[src/design/mfb_pkg.sv]
// Shared types and constants for the monochrome framebuffer page refresh block.
`default_nettype none

package mfb_pkg;

	// Panel geometry.
	localparam int DISPLAY_COLUMNS = 128;
	localparam int DISPLAY_ROWS    = 64;
	localparam int HALF_WIDTH      = 64;

	localparam int PAGE_COUNT = (DISPLAY_ROWS + 7) / 8;
	localparam int COL_W      = $clog2(DISPLAY_COLUMNS);
	localparam int ROW_W      = $clog2(DISPLAY_ROWS);
	localparam int PAGE_W     = (PAGE_COUNT > 1) ? $clog2(PAGE_COUNT) : 1;
	localparam int ADDR_W     = COL_W + PAGE_W;
	localparam int MEM_DEPTH  = 1 << ADDR_W;
	localparam int QUEUE_DEPTH = 2;
	localparam int QPTR_W      = $clog2(QUEUE_DEPTH);

	// Clip limits at the width of a sum of two 8-bit fields.
	localparam logic [8:0] COLS_9 = 9'(DISPLAY_COLUMNS);
	localparam logic [8:0] ROWS_9 = 9'(DISPLAY_ROWS);

	// Controller command bytes.
	localparam logic [7:0] CMD_SET_PAGE   = 8'b1011_1000;
	localparam logic [7:0] CMD_SET_COLUMN = 8'b0100_0000;
	localparam logic [7:0] CMD_DISPLAY    = 8'b0011_1110;

	typedef enum logic [1:0] {
		FUNC_CLEAR   = 2'd0,
		FUNC_FILL    = 2'd1,
		FUNC_REFRESH = 2'd2,
		FUNC_DISPLAY = 2'd3
	} func_t;

	typedef struct packed {
		func_t      func;
		logic [7:0] pos_x;
		logic [7:0] pos_y;
		logic [7:0] rect_rows;
		logic [7:0] rect_cols;
		logic       pixel_value;
		logic       display_on;
	} item_t;

	typedef struct packed {
		logic       chip_left;
		logic       chip_right;
		logic       is_data;
		logic [7:0] bus_byte;
		logic       last_write;
	} result_t;

	// Classified job handed from the front to the back.
	typedef struct packed {
		func_t             kind;
		logic [COL_W-1:0]  col_lo;
		logic [COL_W-1:0]  col_hi;
		logic [PAGE_W-1:0] page_lo;
		logic [PAGE_W-1:0] page_hi;
		logic [ROW_W-1:0]  row_lo;
		logic [ROW_W-1:0]  row_hi;
		logic              value;
		logic              display_on;
	} job_t;

	typedef struct packed {
		logic full;
		logic empty;
	} queue_sts_t;

	typedef struct packed {
		logic ready;
	} back_sts_t;

	typedef enum logic [2:0] {
		BK_CLEAR,
		BK_IDLE,
		BK_FILL,
		BK_REF_PAGE,
		BK_REF_COL,
		BK_REF_DATA
	} back_state_t;

endpackage

`default_nettype wire

[src/design/mfb_front.sv]
// Front end: accepts words, clips rectangles and pushes jobs into the queue.
`default_nettype none

module mfb_front
	import mfb_pkg::*;
(
	input  wire logic       start,
	input  wire item_t      item,
	input  wire queue_sts_t q_sts,
	input  wire back_sts_t  b_sts,
	output logic            busy,
	output logic            push,
	output job_t            job
);

	logic [8:0] x_end;
	logic [8:0] y_end;
	logic [8:0] x_last;
	logic [8:0] y_last;
	logic       empty_rect;

	// Hold off while the store is being swept after reset or the queue is full.
	assign busy = q_sts.full || !b_sts.ready;

	// Clip the rectangle to the panel; ends are inclusive.
	always_comb begin
		x_end  = {1'b0, item.pos_x} + {1'b0, item.rect_cols};
		y_end  = {1'b0, item.pos_y} + {1'b0, item.rect_rows};
		x_last = (x_end > COLS_9) ? (COLS_9 - 9'd1) : (x_end - 9'd1);
		y_last = (y_end > ROWS_9) ? (ROWS_9 - 9'd1) : (y_end - 9'd1);
		empty_rect = (item.rect_cols == 8'd0) || (item.rect_rows == 8'd0) ||
			({1'b0, item.pos_x} >= COLS_9) || ({1'b0, item.pos_y} >= ROWS_9);
	end

	// Build the job word.
	always_comb begin
		job.kind       = item.func;
		job.col_lo     = COL_W'(item.pos_x);
		job.col_hi     = COL_W'(x_last);
		job.row_lo     = ROW_W'(item.pos_y);
		job.row_hi     = ROW_W'(y_last);
		job.page_lo    = PAGE_W'(item.pos_y >> 3);
		job.page_hi    = PAGE_W'(y_last >> 3);
		job.value      = item.pixel_value;
		job.display_on = item.display_on;
	end

	// A rectangle that touches no pixel is accepted and dropped here.
	assign push = start && !busy && !((item.func == FUNC_FILL) && empty_rect);

endmodule

`default_nettype wire

[config.mk]
export PLATFORM = sky130hd
export DESIGN_NAME = mfb_front
export DESIGN_NICKNAME = d
export VERILOG_FILES = /design/src/design/mfb_pkg.sv /design/src/design/mfb_front.sv
export SDC_FILE = /design/constraint.sdc
export NUM_CORES = 1
export LEC_CHECK = 0
export ABC_AREA = 1
export ABC_CLOCK_PERIOD_IN_PS = 2300
export BUFFER_PORTS_ARGS = -buffer_cell sky130_fd_sc_hd__buf_2
export CAP_MARGIN = 20
export CORE_MARGIN = 4
export CORE_UTILIZATION = 47
export DETAILED_ROUTE_END_ITERATION = 7
export GPL_TIMING_DRIVEN = 0
export PLACE_DENSITY = 0.81
export SKIP_LAST_GASP = 1
export SLEW_MARGIN = 20
export SYNTH_ARGS = -nofsm -noshare
export SYNTH_HDL_FRONTEND = slang
export SYNTH_SLANG_ARGS = --single-unit
[constraint.sdc]
create_clock -name vclk -period 2.3
set_input_delay 0.115 -clock vclk [all_inputs]
set_output_delay 0.115 -clock vclk [all_outputs]
set_load 0.05 [all_outputs]
# ---- Word-level counts from Yosys, hierarchy flattened
# Cells that the tools add are included.
dict set report classes {
  addsub 4
  order_cmp 4
  eq_ne 1
  mux 2
  n_reduce_logical 12
}
# op n
set ops {}
lappend ops {{8-bit by 8-bit adder with 9-bit output} 2}
lappend ops {{8-bit logical NOT} 2}
lappend ops {{9-bit by 7-bit > comparator with 1-bit output, second input constant} 1}
lappend ops {{9-bit by 8-bit > comparator with 1-bit output, second input constant} 1}
lappend ops {{8-bit by 7-bit greater-or-equal comparator with 1-bit output, second input constant} 1}
lappend ops {{8-bit greater-or-equal comparator, second input constant} 1}
lappend ops {{7-bit two-way mux} 1}
lappend ops {{7-bit by 1-bit subtractor with 7-bit output, second input constant} 1}
lappend ops {{6-bit two-way mux} 1}
lappend ops {{6-bit by 1-bit subtractor with 6-bit output, second input constant} 1}
lappend ops {{1-bit logical OR} 4}
lappend ops {{1-bit logical AND} 3}
lappend ops {{1-bit logical NOT} 3}
lappend ops {{2-bit by 1-bit == test with 1-bit output, second input constant} 1}
dict set report totals {
  ff_bits 0
  input_bits 40
}

# ---- Depth between registers and ports, before layout
dict set report logic_depth {
  ltp_word 7
  ltp_mapped 14
  mapped_depth_nobuf 14
}

# ---- Worst setup path before layout
# Ideal clock, no wire load.
dict set report synth_path {
  path_type {input-to-output}
  from {input port item[10] (netlist name)}
  to {output port job[14] (netlist name)}
  arrival_ns 2.281
  setup_slack_ns -0.096
  path_stages 11
  n_path_buf 1
  cell_sequence {ha_1 fa_1 nand3_1 nand2_2 xnor2_1 inv_1 nor2_1 nand2_1 nand2_2 nand3_1 buf_4}
}
# item line
set synth_rtl {}
lappend synth_rtl {{start: declaration} mfb_front.sv:8} ;# input wire item_t item,
lappend synth_rtl {{end: declaration} mfb_front.sv:13} ;# output job_t job

==> flow_summary.yaml <==
run_status:
  status: "finished clean"
sta:
  worst_pin_slew_ps: 395.2
  slew_viol_final: 0
  setup_slack_ps: 122.4
  min_period_ps: 2178
  fmax_mhz: 459.2
  relSlewSlack_pct: 73.41
  hold_ws_ps: 533.0
  tns_ps: 0
  fin_crit_sh_pct: 94.68
  setup_violations: 0
  hold_violations: 0
final_layout:
  utilization_pct: 66.08
  design.seq.count: 0
  finalNonFillerCells: 338
  drive_gt1_share_pct: 38.44
  multi_input_area_um2: 1087
  antenna_cells: 0
  syn2layout_area_growth_pct: 33.79
  clockBufferCount: 0
  layout.area.seq_um2: 0
  fillCellCount: 262
  fin_nets: 370
power_and_ir_drop:
  p_clk_share_pct: 0
  vdd_drop_max_v: 0.0002920
  p_int_uw: 244.6
  p_per_area_nw_per_um2: 390.3
  netSwitchingFraction_pct: 65.91
  p_leak_nw: 1.104
  switching_power_uw: 472.8
  seqPwrFrac_pct: 0
  p_comb_share_pct: 100.0
min_path:
  min_from: "item[0]"
  min_path_type: "primary input to output port"
  min_path_cells: 2
  whs_endpoint: "job[0]"
placed_design:
  gp_congestion: 0.8366
  dp_cells: 337
  io_buffers: 75
  place_hpwl_um: 2944
  pre_cts_ws_ps: 8.175
setup_path:
  critical_path.slowest_cell: "fa_2"
  critPathKind: "primary input to output port"
  crit_chain: "buf_2, ha_2, fa_2, nand3_2, nand2_2, nand4_1, o311ai_0, nor2_2, nand3_1, buf_4, buf_2"
  cp_top_family: "adder cells"
  cp_common_cell: "buf_2"
  endpoint_kind: "output port"
  cp-start-kind: "primary input"
  crit_path_max_incr_delay_ps: 460
  crit_start: "item[10]"
  cp_max_fo: 6
  worst-path-buf-inv: 3
  arrival_ps: 2060
  crit_required_ps: 2180
job:
  cap_violations: 0
logic_synthesis:
  yosys_warnings: 0
  syn-cell-area_um2: 1374
  seq_area_frac_synth_pct: 0
  synth_area_leader_cell: "ha_1"
  avgSynthCellArea_um2: 5.947
  synth_top_area_share_pct: 17.30
  netlist_instances: 231
  synth_area_leaders: "ha_1 17%, nand2_1 16%, buf_4 13%"
  yosysMostFrequentCell: "nand2_1"
  synth.distinct_cells: 27
  synth_nets: 292
  synth_common_cells: "57 x nand2_1, 40 x inv_1, 23 x buf_4, 22 x nand3_1, 19 x ha_1"
clocking:
  cts-hold-fix-buffers: 0
floorplanning:
  start_util_pct: 49.39
  core_area_um2: 2781
  fp-row-count: 19
  dieHeight_um: 62.07
  dieArea_um2: 3852
  ios: 78
  chipWidth_um: 62.07
global_route:
  globalRouteMet2Util_pct: 34.47
  antenna_found_initial: 0
  grt_pass1_wl_um: 5106
  grt_pass1_vias: 1400
  gr-usage-met1_pct: 18.14
  grt-ovfl-total: 0
  grt_busiest_layer: "met2"
  grt_max_degree: 8
  grt.total_usage_pct: 16.12
  grtUsageMet3_pct: 0.4132
detailed_routing:
  num_vias: 1587
  totalWireLength_um: 3173
  via_per_inst: 4.695
  drt_pass1_iterations: 4
  routedWlPerCell_um: 9.388
  drt_first_iter_violations: 26
  ant_nets: 0
  drc: 0
## power groups by stage
stage / Combinational (mW) / Sequential (mW) / Clock [mW]
floorplan: 0.552 / 0 / 0
global placement: 0.688 / 0 / 0
detailed placement: 0.696 / 0 / 0
CTS: 0.697 / 0 / 0
global route: 0.795 / 0 / 0
finish: 0.717 / 0 / 0
## timing repair
| item | 4_1_cts | 5_1_grt |
|---|---|---|
| resized for setup | 0 | 8 |
| setup buffers | 0 | 1 |
| endpoints found under the setup margin | 0 | 9 |
## through the flow
stage          cell area, µm²  power [mW]
3_5_place_dp             1788      0.6958
5_1_grt                  1838      0.7954
2_1_floorplan            1374      0.5524
3_3_place_gp             1788      0.6878
4_1_cts                  1788      0.6968
6_report                 1838      0.7174
## metal layers
metal  routed length [µm]  up-vias  part of all wire, %
met1                 1244      681                   39
li1                     -      877                    -
met3                  129        0                  4.1
met4                    0        0                    0
met2                 1798       29                   57
met5                    0        -                    0
## cells by family after synthesis
| group | after synthesis | synth area share, % |
|---|---|---|
| buf+inv | 64 | 23.77 |
| simple gates | 118 | 39.62 |
| compound gates | 15 | 7.013 |
| xor+xnor | 13 | 9.381 |
| fa+ha+maj | 21 | 20.22 |
## how the worst max path moves through the flow
stage               to  slack (ps)  cells after the start
2_1_floorplan  job[14]        -100                     11
3_3_place_gp   job[15]           8                     13
3_5_place_dp   job[15]           8                     13
4_1_cts        job[15]           2                     13
5_1_grt        job[16]         -20                     13
6_report       job[15]         120                     11
## layout make-up
| class | instances | area share [%] |
|---|---|---|
| multi-input combinational | 167 | 59.16 |
| timing repair buffer | 76 | 20.97 |
| buffer | 23 | 9.394 |
| inverter | 41 | 8.373 |
| tap | 31 | 2.110 |
## placed cells by master, fill, tap and decap left out, types with 2 or more instances in the layout
cell and n:
a21oi_1 6, nand3b_1 2, inv_1 40, nor2_1 13, a31oi_1 2, buf_2 74, nor4_1 4, a21o_1 2
nand3_2 3, xnor2_4 2, nand3_1 21, nand2_2 7, buf_4 25, ha_1 18, xor2_1 7, xnor2_1 3
nand2_1 57, nand4_1 8, a21oi_2 2
Note: power is estimated with default switching activity, not from simulation.
