File: config.mk
export PLATFORM = sky130hd
export DESIGN_NAME = mfb_queue
export DESIGN_NICKNAME = d
export VERILOG_FILES = /design/src/design/mfb_pkg.sv /design/src/design/mfb_queue.sv
export SDC_FILE = /design/constraint.sdc
export NUM_CORES = 1
export LEC_CHECK = 0
export BUFFER_PORTS_ARGS = -buffer_cell sky130_fd_sc_hd__buf_2
export CORE_MARGIN = 2
export CORE_UTILIZATION = 47
export DETAILED_ROUTE_END_ITERATION = 10
export GPL_TIMING_DRIVEN = 0
export HOLD_SLACK_MARGIN = 0.12
export PLACE_DENSITY = 0.79
export SYNTH_ARGS = -nofsm -noshare
export SYNTH_HDL_FRONTEND = slang
export SYNTH_SLANG_ARGS = --single-unit
File: constraint.sdc
create_clock -name clk -period 2.54 [get_ports clk]
set_input_delay 0.508 -clock clk [delete_from_list [all_inputs] [get_ports clk]]
set_output_delay 0.508 -clock clk [all_outputs]
set_load 0.02 [all_outputs]
File: src/design/mfb_pkg.sv
// Shared types and constants for the monochrome framebuffer page refresh block.
`default_nettype none

package mfb_pkg;

	// Panel geometry.
	localparam int DISPLAY_COLUMNS = 128;
	localparam int DISPLAY_ROWS    = 64;
	localparam int HALF_WIDTH      = 64;

	localparam int PAGE_COUNT = (DISPLAY_ROWS + 7) / 8;
	localparam int COL_W      = $clog2(DISPLAY_COLUMNS);
	localparam int ROW_W      = $clog2(DISPLAY_ROWS);
	localparam int PAGE_W     = (PAGE_COUNT > 1) ? $clog2(PAGE_COUNT) : 1;
	localparam int ADDR_W     = COL_W + PAGE_W;
	localparam int MEM_DEPTH  = 1 << ADDR_W;
	localparam int QUEUE_DEPTH = 2;
	localparam int QPTR_W      = $clog2(QUEUE_DEPTH);

	// Clip limits at the width of a sum of two 8-bit fields.
	localparam logic [8:0] COLS_9 = 9'(DISPLAY_COLUMNS);
	localparam logic [8:0] ROWS_9 = 9'(DISPLAY_ROWS);

	// Controller command bytes.
	localparam logic [7:0] CMD_SET_PAGE   = 8'b1011_1000;
	localparam logic [7:0] CMD_SET_COLUMN = 8'b0100_0000;
	localparam logic [7:0] CMD_DISPLAY    = 8'b0011_1110;

	typedef enum logic [1:0] {
		FUNC_CLEAR   = 2'd0,
		FUNC_FILL    = 2'd1,
		FUNC_REFRESH = 2'd2,
		FUNC_DISPLAY = 2'd3
	} func_t;

	typedef struct packed {
		func_t      func;
		logic [7:0] pos_x;
		logic [7:0] pos_y;
		logic [7:0] rect_rows;
		logic [7:0] rect_cols;
		logic       pixel_value;
		logic       display_on;
	} item_t;

	typedef struct packed {
		logic       chip_left;
		logic       chip_right;
		logic       is_data;
		logic [7:0] bus_byte;
		logic       last_write;
	} result_t;

	// Classified job handed from the front to the back.
	typedef struct packed {
		func_t             kind;
		logic [COL_W-1:0]  col_lo;
		logic [COL_W-1:0]  col_hi;
		logic [PAGE_W-1:0] page_lo;
		logic [PAGE_W-1:0] page_hi;
		logic [ROW_W-1:0]  row_lo;
		logic [ROW_W-1:0]  row_hi;
		logic              value;
		logic              display_on;
	} job_t;

	typedef struct packed {
		logic full;
		logic empty;
	} queue_sts_t;

	typedef struct packed {
		logic ready;
	} back_sts_t;

	typedef enum logic [2:0] {
		BK_CLEAR,
		BK_IDLE,
		BK_FILL,
		BK_REF_PAGE,
		BK_REF_COL,
		BK_REF_DATA
	} back_state_t;

endpackage

`default_nettype wire

File: src/design/mfb_queue.sv
// Short job queue between the front and back ends.
`default_nettype none

module mfb_queue
	import mfb_pkg::*;
(
	input  wire logic       clk,
	input  wire logic       arst_n,
	input  wire logic       push,
	input  wire job_t       push_job,
	input  wire logic       pop,
	output job_t            head,
	output queue_sts_t      sts
);

	job_t              slot_q [QUEUE_DEPTH];
	logic [QPTR_W-1:0] wr_ptr_q;
	logic [QPTR_W-1:0] rd_ptr_q;
	logic [QPTR_W:0]   count_q;

	assign head      = slot_q[rd_ptr_q];
	assign sts.full  = (count_q == (QPTR_W + 1)'(QUEUE_DEPTH));
	assign sts.empty = (count_q == '0);

	// Entry storage.
	always_ff @(posedge clk) begin
		if (push) begin
			slot_q[wr_ptr_q] <= push_job;
		end
	end

	// Pointers and fill level.
	always_ff @(posedge clk or negedge arst_n) begin
		if (!arst_n) begin
			wr_ptr_q <= '0;
			rd_ptr_q <= '0;
			count_q  <= '0;
		end else begin
			if (push) begin
				wr_ptr_q <= (wr_ptr_q == QPTR_W'(QUEUE_DEPTH - 1)) ? '0 : wr_ptr_q + 1'b1;
			end
			if (pop) begin
				rd_ptr_q <= (rd_ptr_q == QPTR_W'(QUEUE_DEPTH - 1)) ? '0 : rd_ptr_q + 1'b1;
			end
			if (push && !pop) begin
				count_q <= count_q + 1'b1;
			end else if (pop && !push) begin
				count_q <= count_q - 1'b1;
			end
		end
	end

endmodule

`default_nettype wire

=== After elaboration in Yosys (flattened, before gate mapping) ===
Memories as Yosys holds them, arrays and structs flattened.
Index checks and enable logic that the tools add are counted.

* Register bits: 4
* RAM bits: 72
* Output and inout bits: 38
* Memories kept: 1

{| class="wikitable"
|+ Memories
! name !! depth !! bits a word !! read ports !! clocked after Yosys merged registers in !! write ports !! RTL line !! source
|-
| slot_q || 2 || 36 || 1 || 0 || 1 || mfb_queue.sv:16 || <nowiki>job_t slot_q [QUEUE_DEPTH];</nowiki>
|}

* $add $sub $neg: 4
* Equality and inequality tests: 1
* Muxes and demuxes: 6
* Reduce and logical (&&, ||, !) cells: 6

{| class="wikitable"
|+ Operators by type and width
! cell !! count
|-
| two-way mux 1 bit || 4
|-
| two-way mux 2 bit || 2
|-
| adder 1 bit, second input constant || 2
|-
| adder 2 x 1 -> 2 bit, second input constant || 1
|-
| == test 2 bit, second input constant || 1
|-
| logical AND 1 bit || 2
|-
| logical NOT 1 bit || 2
|-
| logical NOT 2 bit || 1
|-
| nonzero test 2 bit || 1
|-
| subtractor 2 x 1 -> 2 bit, second input constant || 1
|}

=== Depth between registers and ports, before layout ===
* Depth in word-level cells: 4
* Depth in mapped cells: 5

=== Worst setup path after synthesis ===
Ideal clock, no wire load.

* Kind: in2reg
* From: input port push
* To: memory slot_q[0][0] in the netlist's numbering (enable)
* Library setup time: 0.434 ns
* Arrival: 2.126 ns
* Required time: 2.106 ns
* Setup slack: -0.020 ns
* Cell stages on the path: 1
* Buffers on the path: 0
* Path through: nor2b_1

* Cells in the longest elaborated chain, start to end: 2

{| class="wikitable"
|+ Ends and longest elaborated chain
! what !! RTL line !! source
|-
| start: declaration || mfb_queue.sv:9 || <nowiki>input wire logic push,</nowiki>
|-
| two-way mux 1 bit || mfb_queue.sv:27 || <nowiki>if (push) begin</nowiki>
|-
| two-way mux 1 bit (implied by the code) || mfb_queue.sv:28 || <nowiki>slot_q[wr_ptr_q] <= push_job;</nowiki>
|-
| end: declaration || mfb_queue.sv:16 ||
|}

No other way between the ends.

==> impl_table.tex <==
\begin{tabular}{lr}
\hline
Metric & Value \\
\hline
\multicolumn{2}{l}{\textbf{Synth}} \\
\quad Number of instances in the synthesized netlist & about 130 \\
\quad Top cells by count, synth & 72 x sky130\_fd\_sc\_hd\_\_edfxtp\_1, 29 x sky130\_fd\_sc\_hd\_\_mux2\_4, 7 x sky130\_fd\_sc\_hd\_\_mux2\_2 \\
\quad Sequential area share after synthesis & 0.7710 \\
\quad Main combinational cell family by area after synthesis & multiplexers \\
\quad Fraction of the mapped netlist area in simple logic gates & 0.008955 \\
\quad Total of flip-flops plus latches after synthesis & 76 \\
\quad Top post-synthesis cells by area & sky130\_fd\_sc\_hd\_\_edfxtp\_1 74\%, sky130\_fd\_sc\_hd\_\_mux2\_4 15\%, sky130\_fd\_sc\_hd\_\_dfrtp\_1 3.4\%, sky130\_fd\_sc\_hd\_\_mux2\_2 2.7\%, sky130\_fd\_sc\_hd\_\_buf\_12 2.0\% \\
\quad Proportion of synthesized area in mux cells & 0.1753 \\
\quad Avg Cell Area, Syn & $\sim$23 µm² \\
\quad Number of flops mapped to enable cells by yosys & slightly above 70 \\
\quad Synth top area share & 0.7369 \\
\quad Fraction of synthesis flops using an asynchronous set or reset pin & 0.05263 \\
\quad Library cell occupying the most area in the post-synthesis netlist & sky130\_fd\_sc\_hd\_\_edfxtp\_1 \\
\quad Top-count cell post-synth & sky130\_fd\_sc\_hd\_\_edfxtp\_1 \\
\quad Synth Flop Type & sky130\_fd\_sc\_hd\_\_edfxtp\_1 \\
\quad Number of synthesis warnings & 0 \\
\quad Synthesized-area fraction occupied by adder cells & 0.004264 \\
\quad Cell variety after synth & 13 \\
\quad Parity-gate share of the synthesized area counting xor and xnor cells & 0.01493 \\
\quad Mapped Area & around 0.0029 mm² \\
\quad Compound-cell area share of the yosys netlist & 0 \\
\quad Syn nets & approximately 170 \\
\multicolumn{2}{l}{\textbf{Clocking}} \\
\quad Htree depth & 3 \\
\quad TritonCTS clock tree & yes \\
\quad Count of instances resized after the clock tree is built & 0 \\
\quad Clk slew on worst S/H paths & approximately 0.070 ns \\
\quad CTS max path bufs & 2 \\
\quad Root cell of the clock tree & sky130\_fd\_sc\_hd\_\_clkbuf\_8 \\
\quad Clock Latency Late Sink & between 0.3 and 0.4 ns \\
\quad Clock buffer count from CTS & 9 \\
\quad Sinks on Clock Net & between 70 and 80 \\
\multicolumn{2}{l}{\textbf{Timing}} \\
\quad Slew at the pin with the worst max-slew slack & $\sim$0.86 ns \\
\quad Total Neg Setup Slack & 0 ns \\
\quad Shortest period the worst path allows & a little under 2 ns \\
\quad Final Max Slew Viols & 0 \\
\quad Final setup fails & 0 \\
\quad RSZ-0062 raised after global routing & no \\
\quad Tcrit/Tclk final & 0.7791 \\
\quad Number of failing hold endpoints at the final stage & 0 \\
\quad Peak clock frequency supported by timing & 505.3 MHz \\
\quad Relative slew slack & 0.4260 \\
\quad Setup Skew & approximately 0.0056 ns \\
\multicolumn{2}{l}{\textbf{Floorplanning}} \\
\quad Core box area & 0.005991 mm² \\
\quad IO Count & 78 \\
\quad Die height & approximately 83 µm \\
\quad Area enclosed by the die boundary & about 0.0069 mm² \\
\quad Initial cell density of the core & 0.4898 \\
\quad Horiz. Die Dim & 83.01 µm \\
\quad Number of placement rows & 28 \\
\multicolumn{2}{l}{\textbf{Worst setup path}} \\
\quad Kind of cell adding the most delay to the critical path & buffers and inverters \\
\quad Buffering stage count on the worst path with inverters included & 3 \\
\quad CP max FO & 10 \\
\quad Cell-by-cell listing of the critical path & buf\_6 -> buf\_12 -> mux2\_4 -> buf\_2 \\
\quad Kind of end point of the critical path & output port \\
\quad Startpoint class of the critical path & register \\
\quad Data arrival time of the critical path & approximately 1.5 ns \\
\quad Largest incremental delay on the critical path & between 0.3 and 0.4 ns \\
\quad Slowest library cell on the worst path & sky130\_fd\_sc\_hd\_\_dfrtp\_1 \\
\quad Worst endpoint required time & roughly 2.0 ns \\
\quad Critical path class & reg2out \\
\multicolumn{2}{l}{\textbf{Global route}} \\
\quad Total grt overflow & 0 \\
\quad Wire length of the first global-routing pass & $\sim$7 mm \\
\quad All-layer global routing usage & 0.1361 \\
\quad Via count of the first global-routing pass & roughly 1,500 \\
\quad Maximum number of pins on one net before global-route repair & 37 \\
\quad Initial antenna violation count & 0 \\
\multicolumn{2}{l}{\textbf{Routing}} \\
\quad Initial drt markers & 47 \\
\quad Wire per inst & 15.02 µm \\
\quad Total routed wirelength & between 4 and 5 mm \\
\quad Detailed-route via count & 1,394 \\
\quad Routed vias/inst & 4.678 \\
\quad Number of DRC violations after detailed routing & 0 \\
\quad First-pass detailed-route iteration total & 4 \\
\quad Detail Route Antenna Nets & 0 \\
\multicolumn{2}{l}{\textbf{Layout}} \\
\quad Number of antenna diodes & 0 \\
\quad Final Cell Area & roughly 0.0037 mm² \\
\quad Number of nets in the layout & around 260 \\
\quad Share of cells above drive strength 1 & 0.5964 \\
\quad Area growth syn-to-layout & 25.76\% \\
\multicolumn{2}{l}{\textbf{Placed design}} \\
\quad Instance area after placement & around 0.0034 mm² \\
\quad Placer Congestion & 0.6487 \\
\quad Total of buffers placed on input and output ports & slightly below 80 \\
\quad DP HPWL & slightly above 3 mm \\
\multicolumn{2}{l}{\textbf{Power and ir drop}} \\
\quad Leakage power summed over all cells & around 1.5 nW \\
\quad VDD IR-drop max & 0.7465 mV \\
\quad Power per standard cell area & between 1000 and 1500 mW/mm² \\
\multicolumn{2}{l}{\textbf{Hold path}} \\
\quad Min-Delay Path Class & in2reg \\
\multicolumn{2}{l}{\textbf{Run status}} \\
\quad Result of the run & complete, no violations \\
\multicolumn{2}{l}{\textbf{Job}} \\
\quad Max cap viols & 0 \\
\hline
\end{tabular}
metrics by stage:
| step | instances | utilization | hold WS (ns) | setup slack (ns) | total power, mW |
|---|---|---|---|---|---|
| after global routing | 298 | 0.6159 | 0.3337 | 0.5025 | 4.527 |
| after global placement | 280 | 0.5702 | 0.3196 | 0.04421 | 3.290 |
| after CTS | 298 | 0.6159 | 0.3470 | 0.5288 | 4.397 |
| final | 298 | 0.6159 | 0.3640 | 0.5611 | 4.333 |
| after floorplan | 128 | - | 0.2124 | 0.6491 | 2.920 |
| after detailed placement | 281 | 0.5758 | 0.3220 | 0.7482 | 3.350 |
flip-flops by register name, indices dropped and copies added, names as in the netlist:
register  cells
wr_ptr_q      1
slot_q       72
rd_ptr_q      1
count_q       2
where the power goes:
group          leakage, nW  switching [mW]  internal [mW]  total (mW)
combinational        0.671           0.810          0.734        1.54
sequential           0.722          0.0806           1.67        1.75
clock                0.115           0.394          0.645        1.04
kinds of logic after synthesis:
kind of cell	after synthesis
xor gates and xnor gates	5
adders and majority gates	1
buffers and inverters	5
DFF	76
muxes	36
and+or+nand+nor	5
what timing repair did:
item	4_1_cts	5_1_grt
hold buffers	1	0
hold endpoints to repair	4	0
setup buffers	0	0
setup endpoints to repair	0	0
layout by cell type (no fill, tap or decap):
cell type | synthesis | routed
sky130_fd_sc_hd__buf_12 | 3 | 3
sky130_fd_sc_hd__clkbuf_8 | 0 | 9
sky130_fd_sc_hd__bufinv_16 | 0 | 3
sky130_fd_sc_hd__clkinv_1 | 0 | 2
sky130_fd_sc_hd__edfxtp_1 | 72 | 72
sky130_fd_sc_hd__buf_16 | 0 | 1
sky130_fd_sc_hd__xnor2_1 | 1 | 1
sky130_fd_sc_hd__buf_6 | 1 | 1
sky130_fd_sc_hd__nor2b_4 | 0 | 1
sky130_fd_sc_hd__ha_1 | 1 | 1
sky130_fd_sc_hd__inv_1 | 1 | 1
sky130_fd_sc_hd__clkbuf_1 | 0 | 1
sky130_fd_sc_hd__dfrtp_1 | 4 | 4
sky130_fd_sc_hd__mux2_4 | 29 | 29
sky130_fd_sc_hd__mux2_2 | 7 | 7
sky130_fd_sc_hd__dlygate4sd3_1 | 0 | 1
sky130_fd_sc_hd__xor2_1 | 4 | 4
sky130_fd_sc_hd__and2_2 | 0 | 1
sky130_fd_sc_hd__nor2b_1 | 2 | 1
sky130_fd_sc_hd__clkinv_2 | 0 | 1
sky130_fd_sc_hd__nor2_1 | 2 | 2
sky130_fd_sc_hd__buf_2 | 0 | 77
final timing paths:
kind	start	endpoint	slack (ns)	cells after the start
worst max register to register	wr_ptr_q$_DFFE_PN0P_	slot_q[1][14]$_DFFE_PP_	0.98	1
worst max-delay path	rd_ptr_q$_DFFE_PN0P_	head[33]	0.56	4
worst min register to register	count_q[1]$_DFFE_PN0P_	count_q[1]$_DFFE_PN0P_	0.49	1
worst min-delay path	push_job[15]	slot_q[1][15]$_DFFE_PP_	0.36	1
min in group asynchronous	arst_n	count_q[0]$_DFFE_PN0P_	0.52	2
max in group asynchronous	arst_n	rd_ptr_q$_DFFE_PN0P_	1.89	2
per-layer routing:
| metal | global-route usage | wire, µm | vias up |
|---|---|---|---|
| met5 | 0 | 0 | - |
| met4 | 0.04471 | 15 | 0 |
| met3 | 0.04970 | 252 | 2 |
| met2 | 0.2449 | 2466 | 46 |
| met1 | 0.1481 | 1741 | 669 |
| li1 | - | - | 677 |
cell type report:
class	count	area (µm²)
fillers	455	2301
clock inverters	6	102.6
clock buffers	10	127.6
inverters	1	3.754
repair buffers	79	422.9
well taps	75	93.84
plain buffers	4	71.32
flip-flops and latches	76	2262
multi-input cells	47	605.6
Note: power is estimated with default switching activity, not from simulation.
